$ cat config.mk
export PLATFORM = sky130hd
export DESIGN_NAME = packet_framer_scramble_crc_stuff
export DESIGN_NICKNAME = d
export VERILOG_FILES = /design/src/hw/rtl/pfs_pkg.sv /design/src/hw/rtl/pfs_regs.sv /design/src/hw/rtl/pfs_ctrl.sv /design/src/hw/rtl/pfs_dp.sv /design/src/hw/rtl/packet_framer_scramble_crc_stuff.sv
export SDC_FILE = /design/constraint.sdc
export NUM_CORES = 1
export LEC_CHECK = 0
export BUFFER_PORTS_ARGS = -buffer_cell sky130_fd_sc_hd__buf_2
export CAP_MARGIN = 20
export CELL_PAD_IN_SITES_DETAIL_PLACEMENT = 0
export CELL_PAD_IN_SITES_GLOBAL_PLACEMENT = 2
export CORE_ASPECT_RATIO = 0.5
export CORE_MARGIN = 4
export CORE_UTILIZATION = 38
export DETAILED_ROUTE_END_ITERATION = 10
export PLACE_DENSITY = 0.92
export SETUP_SLACK_MARGIN = 0.05
export SKIP_LAST_GASP = 1
export SLEW_MARGIN = 25
export SYNTH_ARGS = -nofsm -noshare
export SYNTH_HDL_FRONTEND = slang
export SYNTH_HIERARCHICAL = 1
export SYNTH_SLANG_ARGS = --single-unit
$ cat constraint.sdc
create_clock -name clk -period 12 [get_ports clk]
set_input_delay 0 -clock clk [delete_from_list [all_inputs] [get_ports clk]]
set_output_delay 0 -clock clk [all_outputs]
set_load 0.02 [all_outputs]
$ cat src/hw/rtl/pfs_pkg.sv
`default_nettype none

package pfs_pkg;

    // configuration port
    localparam int APB_ADDR_W = 6;
    localparam int APB_DATA_W = 64;
    localparam int REG_IDX_W  = 3;

    localparam logic [REG_IDX_W-1:0] REG_FEC_CODE   = 3'd0;
    localparam logic [REG_IDX_W-1:0] REG_CRC_ENABLE = 3'd1;
    localparam logic [REG_IDX_W-1:0] REG_DST_CALL   = 3'd2;
    localparam logic [REG_IDX_W-1:0] REG_DST_SUB_ID = 3'd3;
    localparam logic [REG_IDX_W-1:0] REG_ORG_CALL   = 3'd4;
    localparam logic [REG_IDX_W-1:0] REG_ORG_SUB_ID = 3'd5;

    localparam logic [47:0] CALLSIGN_RESET = 48'h2020_2020_2020;

    // framing constants
    localparam logic [7:0]  FLAG_BYTE = 8'h7E;
    localparam logic [4:0]  SCR_INIT  = 5'h1F;
    localparam logic [31:0] CRC_INIT  = 32'hFFFF_FFFF;
    localparam logic [31:0] CRC_POLY  = 32'hEDB8_8320;

    // header is 19 bytes: preamble, sync x3, fec type, two 7-byte addresses
    localparam int IDX_W = 5;
    localparam logic [IDX_W-1:0] HDR_LAST = 5'd18;
    localparam logic [IDX_W-1:0] CRC_LAST = 5'd3;

    // byte source select
    localparam logic [1:0] SEL_FLAG = 2'd0;
    localparam logic [1:0] SEL_HDR  = 2'd1;
    localparam logic [1:0] SEL_PAY  = 2'd2;
    localparam logic [1:0] SEL_CRC  = 2'd3;

    typedef struct packed {
        logic [7:0]  fec_code;
        logic        crc_enable;
        logic [47:0] dst_call;
        logic [3:0]  dst_sub_id;
        logic [47:0] org_call;
        logic [3:0]  org_sub_id;
    } cfg_t;

    typedef struct packed {
        logic             load;
        logic             emit;
        logic [1:0]       sel;
        logic [IDX_W-1:0] idx;
        logic             frame_end;
    } cmd_t;

    typedef struct packed {
        logic out_free;
    } stat_t;

endpackage

`default_nettype wire

$ cat src/hw/rtl/pfs_regs.sv
`default_nettype none

module pfs_regs
    import pfs_pkg::*;
(
    input  wire logic                  clk,
    input  wire logic                  rst_n,
    input  wire logic                  psel,
    input  wire logic                  penable,
    input  wire logic                  pwrite,
    input  wire logic [APB_ADDR_W-1:0] paddr,
    input  wire logic [APB_DATA_W-1:0] pwdata,
    output logic      [APB_DATA_W-1:0] prdata,
    output logic                       pready,
    output cfg_t                       cfg
);

    cfg_t cfg_reg;
    cfg_t cfg_next;
    logic [REG_IDX_W-1:0] reg_idx;
    logic wr_en;

    assign pready  = 1'b1;
    assign reg_idx = paddr[APB_ADDR_W-1:3];
    assign wr_en   = psel && penable && pwrite;

    always_comb
    begin
        cfg_next = cfg_reg;
        if (wr_en)
        begin
            case (reg_idx)
                REG_FEC_CODE:   cfg_next.fec_code   = pwdata[7:0];
                REG_CRC_ENABLE: cfg_next.crc_enable = pwdata[0];
                REG_DST_CALL:   cfg_next.dst_call   = pwdata[47:0];
                REG_DST_SUB_ID: cfg_next.dst_sub_id = pwdata[3:0];
                REG_ORG_CALL:   cfg_next.org_call   = pwdata[47:0];
                REG_ORG_SUB_ID: cfg_next.org_sub_id = pwdata[3:0];
                default:        cfg_next = cfg_reg;
            endcase
        end
    end

    always_comb
    begin
        case (reg_idx)
            REG_FEC_CODE:   prdata = {56'd0, cfg_reg.fec_code};
            REG_CRC_ENABLE: prdata = {63'd0, cfg_reg.crc_enable};
            REG_DST_CALL:   prdata = {16'd0, cfg_reg.dst_call};
            REG_DST_SUB_ID: prdata = {60'd0, cfg_reg.dst_sub_id};
            REG_ORG_CALL:   prdata = {16'd0, cfg_reg.org_call};
            REG_ORG_SUB_ID: prdata = {60'd0, cfg_reg.org_sub_id};
            default:        prdata = '0;
        endcase
    end

    always_ff @(posedge clk or negedge rst_n)
    begin
        if (!rst_n)
        begin
            cfg_reg.fec_code   <= 8'd0;
            cfg_reg.crc_enable <= 1'b1;
            cfg_reg.dst_call   <= CALLSIGN_RESET;
            cfg_reg.dst_sub_id <= 4'd0;
            cfg_reg.org_call   <= CALLSIGN_RESET;
            cfg_reg.org_sub_id <= 4'd0;
        end
        else
        begin
            cfg_reg <= cfg_next;
        end
    end

    assign cfg = cfg_reg;

endmodule

`default_nettype wire

$ cat src/hw/rtl/pfs_ctrl.sv
`default_nettype none

module pfs_ctrl
    import pfs_pkg::*;
(
    input  wire logic  clk,
    input  wire logic  rst_n,
    input  wire logic  in_valid,
    output logic       in_ready,
    input  wire logic  last_of_frame,
    input  wire logic  crc_enable,
    input  stat_t      stat,
    output cmd_t       cmd
);

    localparam logic [2:0] S_IDLE  = 3'd0;
    localparam logic [2:0] S_OPEN  = 3'd1;
    localparam logic [2:0] S_HDR   = 3'd2;
    localparam logic [2:0] S_PAY   = 3'd3;
    localparam logic [2:0] S_CRC   = 3'd4;
    localparam logic [2:0] S_CLOSE = 3'd5;

    logic [2:0]       state_reg, state_next;
    logic [IDX_W-1:0] cnt_reg, cnt_next;
    logic             in_frame_reg, in_frame_next;
    logic             last_reg, last_next;
    logic             accept;
    logic             emit;

    assign in_ready = (state_reg == S_IDLE);
    assign accept   = in_valid && in_ready;
    assign emit     = (state_reg != S_IDLE) && stat.out_free;

    always_comb
    begin
        state_next    = state_reg;
        cnt_next      = cnt_reg;
        in_frame_next = in_frame_reg;
        last_next     = last_reg;
        case (state_reg)
            S_IDLE:
            begin
                if (accept)
                begin
                    // a mark on the opening byte does not close the frame
                    last_next     = last_of_frame && in_frame_reg;
                    in_frame_next = 1'b1;
                    state_next    = in_frame_reg ? S_PAY : S_OPEN;
                end
            end
            S_OPEN:
            begin
                if (emit)
                begin
                    cnt_next   = '0;
                    state_next = S_HDR;
                end
            end
            S_HDR:
            begin
                if (emit)
                begin
                    cnt_next = cnt_reg + IDX_W'(1);
                    if (cnt_reg == HDR_LAST)
                    begin
                        state_next = S_PAY;
                    end
                end
            end
            S_PAY:
            begin
                if (emit)
                begin
                    cnt_next = '0;
                    if (!last_reg)
                    begin
                        state_next = S_IDLE;
                    end
                    else if (crc_enable)
                    begin
                        state_next = S_CRC;
                    end
                    else
                    begin
                        state_next = S_CLOSE;
                    end
                end
            end
            S_CRC:
            begin
                if (emit)
                begin
                    cnt_next = cnt_reg + IDX_W'(1);
                    if (cnt_reg == CRC_LAST)
                    begin
                        state_next = S_CLOSE;
                    end
                end
            end
            S_CLOSE:
            begin
                if (emit)
                begin
                    in_frame_next = 1'b0;
                    state_next    = S_IDLE;
                end
            end
            default:
            begin
                state_next = S_IDLE;
            end
        endcase
    end

    always_comb
    begin
        cmd.load      = accept;
        cmd.emit      = emit;
        cmd.idx       = cnt_reg;
        cmd.frame_end = (state_reg == S_CLOSE);
        case (state_reg)
            S_HDR:   cmd.sel = SEL_HDR;
            S_PAY:   cmd.sel = SEL_PAY;
            S_CRC:   cmd.sel = SEL_CRC;
            default: cmd.sel = SEL_FLAG;
        endcase
    end

    always_ff @(posedge clk or negedge rst_n)
    begin
        if (!rst_n)
        begin
            state_reg    <= S_IDLE;
            cnt_reg      <= '0;
            in_frame_reg <= 1'b0;
            last_reg     <= 1'b0;
        end
        else
        begin
            state_reg    <= state_next;
            cnt_reg      <= cnt_next;
            in_frame_reg <= in_frame_next;
            last_reg     <= last_next;
        end
    end

endmodule

`default_nettype wire

$ cat src/hw/rtl/pfs_dp.sv
`default_nettype none

module pfs_dp
    import pfs_pkg::*;
(
    input  wire logic       clk,
    input  wire logic       rst_n,
    input  wire logic [7:0] payload_byte,
    input  cfg_t            cfg,
    input  cmd_t            cmd,
    output stat_t           stat,
    output logic            out_valid,
    input  wire logic       out_ready,
    output logic      [9:0] line_bits,
    output logic      [3:0] bit_count,
    output logic            frame_done
);

    // byte-parallel reflected crc-32
    function automatic logic [31:0] crc_byte(input logic [31:0] c_in, input logic [7:0] b);
        logic [31:0] c;
        c = c_in ^ {24'd0, b};
        for (int j = 0; j < 8; j++)
        begin
            c = c[0] ? ((c >> 1) ^ CRC_POLY) : (c >> 1);
        end
        return c;
    endfunction

    // additive five-bit scrambler, feedback from bits 4 and 0, msb first; returns {next state, data}
    function automatic logic [12:0] scramble(input logic [4:0] s_in, input logic [7:0] b);
        logic [4:0] s;
        logic [7:0] r;
        logic       fb;
        s = s_in;
        r = '0;
        for (int i = 7; i >= 0; i--)
        begin
            fb   = s[4] ^ s[0];
            s    = {s[3:0], fb};
            r[i] = b[i] ^ fb;
        end
        return {s, r};
    endfunction

    // zero insertion after five ones; returns {ones, count, bits}
    function automatic logic [16:0] stuff(input logic [2:0] ones_in, input logic [7:0] b);
        logic [9:0] bits;
        logic [3:0] pos;
        logic [2:0] ones;
        bits = '0;
        pos  = '0;
        ones = ones_in;
        for (int i = 7; i >= 0; i--)
        begin
            bits[pos] = b[i];
            pos = pos + 4'd1;
            if (b[i])
            begin
                ones = ones + 3'd1;
                if (ones >= 3'd5)
                begin
                    pos  = pos + 4'd1;
                    ones = '0;
                end
            end
            else
            begin
                ones = '0;
            end
        end
        return {ones, pos, bits};
    endfunction

    function automatic logic [7:0] hdr_byte(input logic [IDX_W-1:0] idx, input cfg_t c);
        logic [7:0] h;
        case (idx)
            5'd0:    h = 8'h55;
            5'd1:    h = 8'hF1;
            5'd2:    h = 8'h5E;
            5'd3:    h = 8'h48;
            5'd4:    h = c.fec_code;
            5'd5:    h = {c.dst_call[46:40], 1'b0};
            5'd6:    h = {c.dst_call[38:32], 1'b0};
            5'd7:    h = {c.dst_call[30:24], 1'b0};
            5'd8:    h = {c.dst_call[22:16], 1'b0};
            5'd9:    h = {c.dst_call[14:8], 1'b0};
            5'd10:   h = {c.dst_call[6:0], 1'b0};
            5'd11:   h = {3'd0, c.dst_sub_id, 1'b0};
            5'd12:   h = {c.org_call[46:40], 1'b0};
            5'd13:   h = {c.org_call[38:32], 1'b0};
            5'd14:   h = {c.org_call[30:24], 1'b0};
            5'd15:   h = {c.org_call[22:16], 1'b0};
            5'd16:   h = {c.org_call[14:8], 1'b0};
            5'd17:   h = {c.org_call[6:0], 1'b0};
            5'd18:   h = {3'd0, c.org_sub_id, 1'b1};
            default: h = 8'h00;
        endcase
        return h;
    endfunction

    logic [7:0]  byte_reg;
    logic [4:0]  scr_reg, scr_next;
    logic [31:0] crc_reg, crc_next;
    logic [2:0]  ones_reg, ones_next;
    logic        out_valid_reg, out_valid_next;
    logic [9:0]  line_bits_reg, line_bits_next;
    logic [3:0]  bit_count_reg, bit_count_next;
    logic        frame_done_reg, frame_done_next;

    logic [12:0] scr_res;
    logic [31:0] crc_out;
    logic [7:0]  tx_byte;
    logic [16:0] stf;

    assign stat.out_free = !out_valid_reg || out_ready;

    assign scr_res = scramble(scr_reg, byte_reg);
    assign crc_out = crc_reg ^ CRC_INIT;

    always_comb
    begin
        case (cmd.sel)
            SEL_HDR: tx_byte = hdr_byte(cmd.idx, cfg);
            SEL_PAY: tx_byte = scr_res[7:0];
            SEL_CRC:
            begin
                case (cmd.idx[1:0])
                    2'd0:    tx_byte = crc_out[7:0];
                    2'd1:    tx_byte = crc_out[15:8];
                    2'd2:    tx_byte = crc_out[23:16];
                    default: tx_byte = crc_out[31:24];
                endcase
            end
            default: tx_byte = FLAG_BYTE;
        endcase
    end

    assign stf = stuff(ones_reg, tx_byte);

    always_comb
    begin
        scr_next        = scr_reg;
        crc_next        = crc_reg;
        ones_next       = ones_reg;
        line_bits_next  = line_bits_reg;
        bit_count_next  = bit_count_reg;
        frame_done_next = frame_done_reg;
        out_valid_next  = out_valid_reg && !out_ready;
        if (cmd.emit)
        begin
            out_valid_next  = 1'b1;
            frame_done_next = cmd.frame_end;
            if (cmd.sel == SEL_FLAG)
            begin
                // raw flag, msb first; opens or closes the frame
                for (int i = 0; i < 8; i++)
                begin
                    line_bits_next[i] = FLAG_BYTE[7-i];
                end
                line_bits_next[9:8] = 2'b00;
                bit_count_next      = 4'd8;
                ones_next           = '0;
                scr_next            = SCR_INIT;
                crc_next            = CRC_INIT;
            end
            else
            begin
                line_bits_next = stf[9:0];
                bit_count_next = stf[13:10];
                ones_next      = stf[16:14];
                if (cmd.sel != SEL_CRC)
                begin
                    crc_next = crc_byte(crc_reg, tx_byte);
                end
                if (cmd.sel == SEL_PAY)
                begin
                    scr_next = scr_res[12:8];
                end
            end
        end
    end

    always_ff @(posedge clk)
    begin
        if (cmd.load)
        begin
            byte_reg <= payload_byte;
        end
        line_bits_reg <= line_bits_next;
        bit_count_reg <= bit_count_next;
    end

    always_ff @(posedge clk or negedge rst_n)
    begin
        if (!rst_n)
        begin
            scr_reg        <= SCR_INIT;
            crc_reg        <= CRC_INIT;
            ones_reg       <= '0;
            out_valid_reg  <= 1'b0;
            frame_done_reg <= 1'b0;
        end
        else
        begin
            scr_reg        <= scr_next;
            crc_reg        <= crc_next;
            ones_reg       <= ones_next;
            out_valid_reg  <= out_valid_next;
            frame_done_reg <= frame_done_next;
        end
    end

    assign out_valid  = out_valid_reg;
    assign line_bits  = line_bits_reg;
    assign bit_count  = bit_count_reg;
    assign frame_done = frame_done_reg;

endmodule

`default_nettype wire

$ cat src/hw/rtl/packet_framer_scramble_crc_stuff.sv
// channel   | handshake          | payload
// ----------+--------------------+-------------------------------------------
// input     | in_valid/in_ready  | payload_byte[7:0], last_of_frame
// output    | out_valid/out_ready| line_bits[9:0], bit_count[3:0], frame_done
// config    | apb psel/penable   | paddr[5:0], pwdata/prdata[63:0], reg at 8*i
//
// one line byte leaves per cycle through a single output register unless
// out_ready stalls; an item is taken only while the sequencer is idle, then
// its bytes go out one a cycle: for an opening byte the flag, 19 header bytes
// and the byte; else the byte, then on a closing byte crc-32 (if on) and flag
// reset (rst_n, async low) clears the sequencer, scrambler, crc and run count
// a stall on out_ready freezes the sequencer with the pending byte held

`default_nettype none

module packet_framer_scramble_crc_stuff
    import pfs_pkg::*;
(
    input  wire logic                  clk,
    input  wire logic                  rst_n,
    // input transactions
    input  wire logic                  in_valid,
    output logic                       in_ready,
    input  wire logic [7:0]            payload_byte,
    input  wire logic                  last_of_frame,
    // output transactions
    output logic                       out_valid,
    input  wire logic                  out_ready,
    output logic      [9:0]            line_bits,
    output logic      [3:0]            bit_count,
    output logic                       frame_done,
    // register port
    input  wire logic                  psel,
    input  wire logic                  penable,
    input  wire logic                  pwrite,
    input  wire logic [APB_ADDR_W-1:0] paddr,
    input  wire logic [APB_DATA_W-1:0] pwdata,
    output logic      [APB_DATA_W-1:0] prdata,
    output logic                       pready
);

    // register file contents
    cfg_t  cfg;
    // sequencer commands and datapath status
    cmd_t  cmd;
    stat_t stat;

    pfs_regs u_regs (
        .clk     (clk),
        .rst_n   (rst_n),
        .psel    (psel),
        .penable (penable),
        .pwrite  (pwrite),
        .paddr   (paddr),
        .pwdata  (pwdata),
        .prdata  (prdata),
        .pready  (pready),
        .cfg     (cfg)
    );

    // sequencer: flag, 19 header bytes, payload, optional crc, closing flag
    pfs_ctrl u_ctrl (
        .clk           (clk),
        .rst_n         (rst_n),
        .in_valid      (in_valid),
        .in_ready      (in_ready),
        .last_of_frame (last_of_frame),
        .crc_enable    (cfg.crc_enable),
        .stat          (stat),
        .cmd           (cmd)
    );

    // byte mux, scrambler, crc-32, zero stuffing and output register
    pfs_dp u_dp (
        .clk          (clk),
        .rst_n        (rst_n),
        .payload_byte (payload_byte),
        .cfg          (cfg),
        .cmd          (cmd),
        .stat         (stat),
        .out_valid    (out_valid),
        .out_ready    (out_ready),
        .line_bits    (line_bits),
        .bit_count    (bit_count),
        .frame_done   (frame_done)
    );

endmodule

`default_nettype wire

Word-level counts from Yosys, hierarchy flattened. Index checks and enable logic that the tools add are counted. Widths: inputs -> output; s select.

$add $sub $neg: 23. Magnitude comparators: 22. Eq/ne operators: 44. Multiplexer cells: 90. Bitwise logic cells: 26. Reductions and logical operators: 40.

Operator list (number): $mux 32 (10); $pmux 48 s6 (1); $pmux 8 s19 (1); $not 13->14 (8); $mux 3 (26); $bwmux 10 (7); $mux 4 (15); $add 4x1->4 const B (14); $pmux 8 s3 (2); $eq 5x4->1 const B (8); $lt 4x5->1 const B (7); $not 32->32 (1); $xor 32x8->32 (1); $demux 1 s4 (7); $ge 4x1->1 const B (7); $add 3x1->3 const B (8); $ge 3x3->1 const B (8); $eq 5x3->1 const B (4); $mux 5 (4); $pmux 3 s6 (1); $reduce_and 2->1 (9); $ne 2x1->1 const B (8); $xor 1x1->1 (16); $eq 5x5->1 const B (3); other kinds (25) (69).

Flip-flop bits (word level): 187. Input port bits: 86. Output and inout port bits: 82. Logic and storage cells: 263.

Longest topological paths before layout.
Depth in word-level cells: 40. Gate-level depth with buffers: 53. Mapped depth without buffers: 51.

Hierarchy. Netlist, hierarchy kept.

Modules (own cells, without submodules): pfs_dp (times used 1, cells an instance 886, area each 7592.3 um^2, sequential area each 1757.9 um^2); pfs_regs (times used 1, cells an instance 360, area each 5139.9 um^2, sequential area each 2844.0 um^2); pfs_ctrl (times used 1, cells an instance 76, area each 649.4 um^2, sequential area each 250.2 um^2).

Worst setup path before layout. OpenSTA, ideal clock, no wires.

Kind: flip-flop to flip-flop. From: register u_ctrl.state_reg[1]. To: register u_dp.bit_count_reg[3], in the netlist u_dp/bit_count[3] (data pin). Library setup time: 0.259 ns. Arrival time: 9.131 ns. Data required time: 11.741 ns. Slack: 2.611 ns. Stages on the path, launching flop included: 49. Buffers on the path: 2. Period minus slack after synthesis: 9.389 ns. Cells stage by stage: dfrtp_1 > clkbuf_1 > nand2_1 > o21ai_0 > inv_1 > nand2_1 > a21o_1 > a31o_1 > nand2_1 > nand3_1 > inv_1 > ha_1 > or3_1 > a311oi_2 > a211oi_2 > nand3_1 > inv_1 > ha_1 > [13 not listed] > nand3_1 > inv_1 > ha_1 > or2_2 > a31oi_1 > or2_2 > and2_1 > ha_1 > xnor2_1 > nand3_1 > inv_1 > ha_1 > nor4b_1 > nor3_1 > a211oi_1 > nand3_1 > o32a_1 > mux2i_1.

RTL lines: start, declared (RTL line pfs_ctrl.sv:23) `logic [2:0] state_reg, state_next;`; start signal, assigned (RTL line pfs_ctrl.sv:140) `state_reg <= state_next;`; end signal, assigned (RTL line pfs_dp.sv:191) `bit_count_reg <= bit_count_next;`; end, declared (RTL line pfs_dp.sv:108) `logic [3:0] bit_count_reg, bit_count_next;`.

Worst setup path after layout.
From: register u_ctrl.cnt_reg[1]. To: register u_dp.line_bits_reg[8], in the netlist u_dp/line_bits[8] (data pin).

Cells in the longest elaborated chain, start to end: 33. Elaborated cells on any way between the ends: 115. Classes of those cells: add/sub: 18; order compare: 20; eq/ne: 20; mux: 48; reduce/logical: 9.

Ends and longest elaborated chain: start, declared (RTL line pfs_ctrl.sv:24) `logic [IDX_W-1:0] cnt_reg, cnt_next;`; start signal, assigned (RTL line pfs_ctrl.sv:141) `cnt_reg <= cnt_next;`; $eq 5x5->1 (tied with other cells) (RTL line pfs_dp.sv:77) `case (idx)`; $pmux 8 s19 or $pmux 8 s3 (tied branches) (RTL line pfs_dp.sv:77, pfs_dp.sv:128); $pmux 8 s3 * (RTL line pfs_dp.sv:123) `case (cmd.sel)`; $mux 4 or $mux 3 (tied branches) (RTL line pfs_dp.sv:58) `if (b[i])`; $add 4x1->4 or $add 3x1->3 (tied branches) (RTL line pfs_dp.sv:57, pfs_dp.sv:60); $add 4x1->4 or $ge 3x3->1 (tied branches) (RTL line pfs_dp.sv:63, pfs_dp.sv:61); $mux 4 or $mux 3 (tied branches) (RTL line pfs_dp.sv:61) `if (ones >= 3'd5)`; $mux 4 or $mux 3 (tied branches) (RTL line pfs_dp.sv:58); [17 not listed]; $add 4x1->4 or $ge 3x3->1 (tied branches) (RTL line pfs_dp.sv:63, pfs_dp.sv:61); $mux 4 (RTL line pfs_dp.sv:61); $mux 4 (RTL line pfs_dp.sv:58); $lt 4x5->1 (implied by the code) or $ge 4x1->1 (tied branches) (RTL line pfs_dp.sv:56) `bits[pos] = b[i];`; $logic_and 1x1->1 (implied by the code) (RTL line pfs_dp.sv:56); $mux 1 (implied by the code) (RTL line pfs_dp.sv:56); $demux 1 s4; $bwmux 10 * (RTL line pfs_dp.sv:56); end signal, assigned (RTL line pfs_dp.sv:190) `line_bits_reg <= line_bits_next;`; end, declared (RTL line pfs_dp.sv:107) `logic [9:0] line_bits_reg, line_bits_next;`.

Mark *: on every way between the ends. The rest lies on a longest branch, timed or not. A chain may end at the register's enable or synchronous reset.

==> impl_metrics.env <==
export IMPL_numPortBuffers=131
export IMPL_critPathMaxFanout=19
export IMPL_vias=11100
export IMPL_final_cells=1967
export IMPL_grt_overflow=0
export IMPL_grt_max_degree=91
export IMPL_maxCapViolCount=0
export IMPL_critical_path_slowest_cell="dfrtp_1"
export IMPL_crit_required_ns=12.21
export IMPL_ant_nets=0
export IMPL_grt_pass1_vias=11200
export IMPL_placed_cells=1874
export IMPL_synth_largest_area_cell="dfrtp_1"
export IMPL_slew_headroom_pct=32.7
export IMPL_critPathArrivalTime_ns=11.31
export IMPL_seq_area_frac_synth_pct=36.3
export IMPL_cp_end_kind="register"
export IMPL_finalSetupViolCount=0
export IMPL_synth_top_family_by_area="compound AO/OA/AOI/OAI gates"
export IMPL_syn_area_mm2=0.0134
export IMPL_synth_simple_area_share_pct=14.4
export IMPL_path_clk_slew_ns=0.08
export IMPL_insertion_delay_ns=0.46
export IMPL_cts_buffers=17
export IMPL_die_area_mm2=0.0385
export IMPL_postSynthAreaPerCell_um2=10.1
export IMPL_synth_distinct_cells=102
export IMPL_synth_seq_cells=187
export IMPL_fmax_ghz=0.0901
export IMPL_rsz0062_at_grt="false"
export IMPL_synthMuxAreaShare_pct=15.7
export IMPL_diodes=0
export IMPL_wl_per_cell_um=20.0
export IMPL_outcome="finished, final reports clean"
export IMPL_fp_dieW_um=273
export IMPL_start_util_pct=38.7
export IMPL_synth_compound_area_share_pct=16.0
export IMPL_yosys_warnings=6
export IMPL_grt_total_usage_pct=20.1
export IMPL_crit_top_cell="inv_1"
export IMPL_final_period_utilization_pct=92.5
export IMPL_die_h_um=141
export IMPL_hold_path_class="in -> reg"
export IMPL_synth_edf_count=22
export IMPL_ios=168
export IMPL_fin_tns_setup_ns=0
export IMPL_synth_fa_ha_area_share_pct=3.93
export IMPL_grt_first_pass_wirelength_um=61900
export IMPL_synth_top_area_share_pct=21.5
export IMPL_final_nets=1607
export IMPL_critPathLaunchType="register"
export IMPL_largest_reg_flops=113
export IMPL_vias_per_cell=5.65
export IMPL_drive_gt1_share_pct=25.8
export IMPL_finalCriticalPeriod_ns=11.10
export IMPL_drt_total_wl_um=39300
export IMPL_cts_root_buf="clkbuf_16"
export IMPL_worst_pin_slew_ns=1.01
export IMPL_route_detailed_drc=0
export IMPL_cts_htree_levels=4
export IMPL_cts_tree="yes"
export IMPL_slowest_delay_ns=0.80
export IMPL_synthXorXnorAreaFrac_pct=8.53
export IMPL_syn2layout_area_growth_pct=16.7
export IMPL_design_core_area_mm2=0.0346
export IMPL_rows=48
export IMPL_first_pass_iters=5
export IMPL_netlist_instances=1322
export IMPL_antenna_found_initial=1
export IMPL_synth_main_ff_cell="dfrtp_1"
export IMPL_cts_sinks=187
export IMPL_gp_congestion=0.920
export IMPL_cts_max_path_buffers=2
export IMPL_final_hold_viol_count=0
export IMPL_async_flop_share_pct=88.2
export IMPL_critPathKind="reg -> reg"
export IMPL_synthTopCellsByArea="dfrtp_1 22%, dfstp_2 9.8%, mux2_2 7.7%"
export IMPL_final_setup_skew_ns=0.0163
export IMPL_drt_iter0_markers=821
export IMPL_dp_hpwl_um=28600
export IMPL_drv_slew=0
[critical path: cells and delay by family (launching register included)]
family	cells	cell delay, ns
DFF	1	0.80
and+or+nand+nor	17	4.22
buffers and inverters	8	0.91
xor gates and xnor gates	2	0.97
adders and majority gates	6	1.45
AOI/OAI and AO/OA	9	2.47
[path summary, 6_finish.rpt]
check	start	to	slack (ns)	cells after the start
setup / recovery	u_ctrl/cnt_reg[1]$_DFFE_PN0P_	u_dp/line_bits[8]$_SDFFCE_PP0P_	0.90	42
hold / removal	penable	u_regs/cfg[104]$_DFFE_PN1P_	0.08	4
setup reg to reg	u_ctrl/cnt_reg[1]$_DFFE_PN0P_	u_dp/line_bits[8]$_SDFFCE_PP0P_	0.90	42
hold reg to reg	u_regs/cfg[35]$_DFFE_PN0P_	u_regs/cfg[35]$_DFFE_PN0P_	0.51	1
max in group asynchronous	rst_n	u_regs/cfg[103]$_DFFE_PN0P_	10.57	3
min in group asynchronous	rst_n	u_ctrl/state_reg[0]$_DFFE_PN0P_	0.23	2
[kinds of logic after synthesis]
| family | count (synthesis) |
|---|---|
| multiplexers | 182 |
| XOR/XNOR | 115 |
| flip-flops | 187 |
| AND/OR/NAND/NOR | 363 |
| other | 2 |
| AO/OA/AOI/OAI | 291 |
| buffers and inverters | 140 |
| adder cells (fa/ha/maj) | 42 |
[metal layers]
metal,wire [um],part of all wire (%),global-route usage [%]
met3,2060,5.3,3.89
met5,0,0,0
met2,19100,49,33.9
met4,1030,2.6,6.47
met1,17100,44,26.2
[cells in the mapped netlist (25+ instances only)]
| cell | instances |
|---|---|
| a21oi_1 | 67 |
| a22o_1 | 41 |
| buf_4 | 25 |
| clkbuf_1 | 29 |
| dfrtp_1 | 115 |
| dfstp_2 | 50 |
| ha_1 | 42 |
| inv_1 | 49 |
| mux2_2 | 91 |
| mux2i_1 | 51 |
| nand2_1 | 85 |
| nand3_1 | 32 |
| nor2_1 | 87 |
| o21ai_0 | 28 |
| xnor2_1 | 71 |
| xor2_1 | 34 |
[placed cells by master (no fill, tap or decap), types with 7 or more instances in the layout]
| master | count |
|---|---|
| a211oi_1 | 12 |
| a21oi_1 | 67 |
| a22o_1 | 41 |
| a22oi_1 | 11 |
| a31oi_1 | 19 |
| and2_1 | 13 |
| and3_1 | 16 |
| buf_2 | 130 |
| buf_4 | 16 |
| clkbuf_16 | 17 |
| conb_1 | 17 |
| dfrtp_1 | 113 |
| dfstp_2 | 50 |
| dlygate4sd3_1 | 60 |
| edfxtp_1 | 22 |
| ha_1 | 42 |
| inv_1 | 49 |
| mux2_1 | 24 |
| mux2_2 | 91 |
| mux2_4 | 8 |
| mux2i_1 | 51 |
| mux4_2 | 8 |
| nand2_1 | 85 |
| nand2b_1 | 10 |
| nand3_1 | 32 |
| nand3b_1 | 7 |
| nand4_1 | 12 |
| nor2_1 | 86 |
| nor2b_1 | 7 |
| nor3_1 | 20 |
| nor4_1 | 7 |
| o211ai_1 | 9 |
| o21ai_0 | 28 |
| o21ai_1 | 9 |
| or2_2 | 9 |
| or3_1 | 14 |
| xnor2_1 | 70 |
| xor2_1 | 34 |
[layout make-up]
cell class / count / area [um2]
clock buffers: 17 / 425
well taps: 475 / 594
repair buffers: 209 / 1420
clock inverters: 15 / 181
flip-flops and latches: 187 / 4850
inverters: 54 / 203
multi-input cells: 1010 / 7940
fillers: 3300 / 19000
[per-stage QoR]
| stage | hold WS [ns] | setup slack, ns | utilization, % | area (um2) |
|---|---|---|---|---|
| 6_report | 0.0772 | 0.899 | 45.1 | 15600 |
| 2_1_floorplan | -0.296 | 2.61 | - | 13400 |
| 3_5_place_dp | 0.166 | 0.938 | 41.5 | 14400 |
| 4_1_cts | 0.0489 | 0.876 | 45.0 | 15600 |
| 5_1_grt | 0.0672 | 0.100 | 45.1 | 15600 |
| 3_3_place_gp | 0.150 | 1.22 | 41.5 | 14400 |
[timing repair]
item | 4_1_cts | 5_1_grt
setup buffers | 0 | 0
hold buffers | 60 | 0
endpoints found under the setup margin | 0 | 8
resized for setup | 0 | 3
endpoints found under the hold margin | 175 | 0
Power is left out: the tool's default activity adds up to more than one toggle a clock period on the data nets, which glitch-free logic cannot reach.
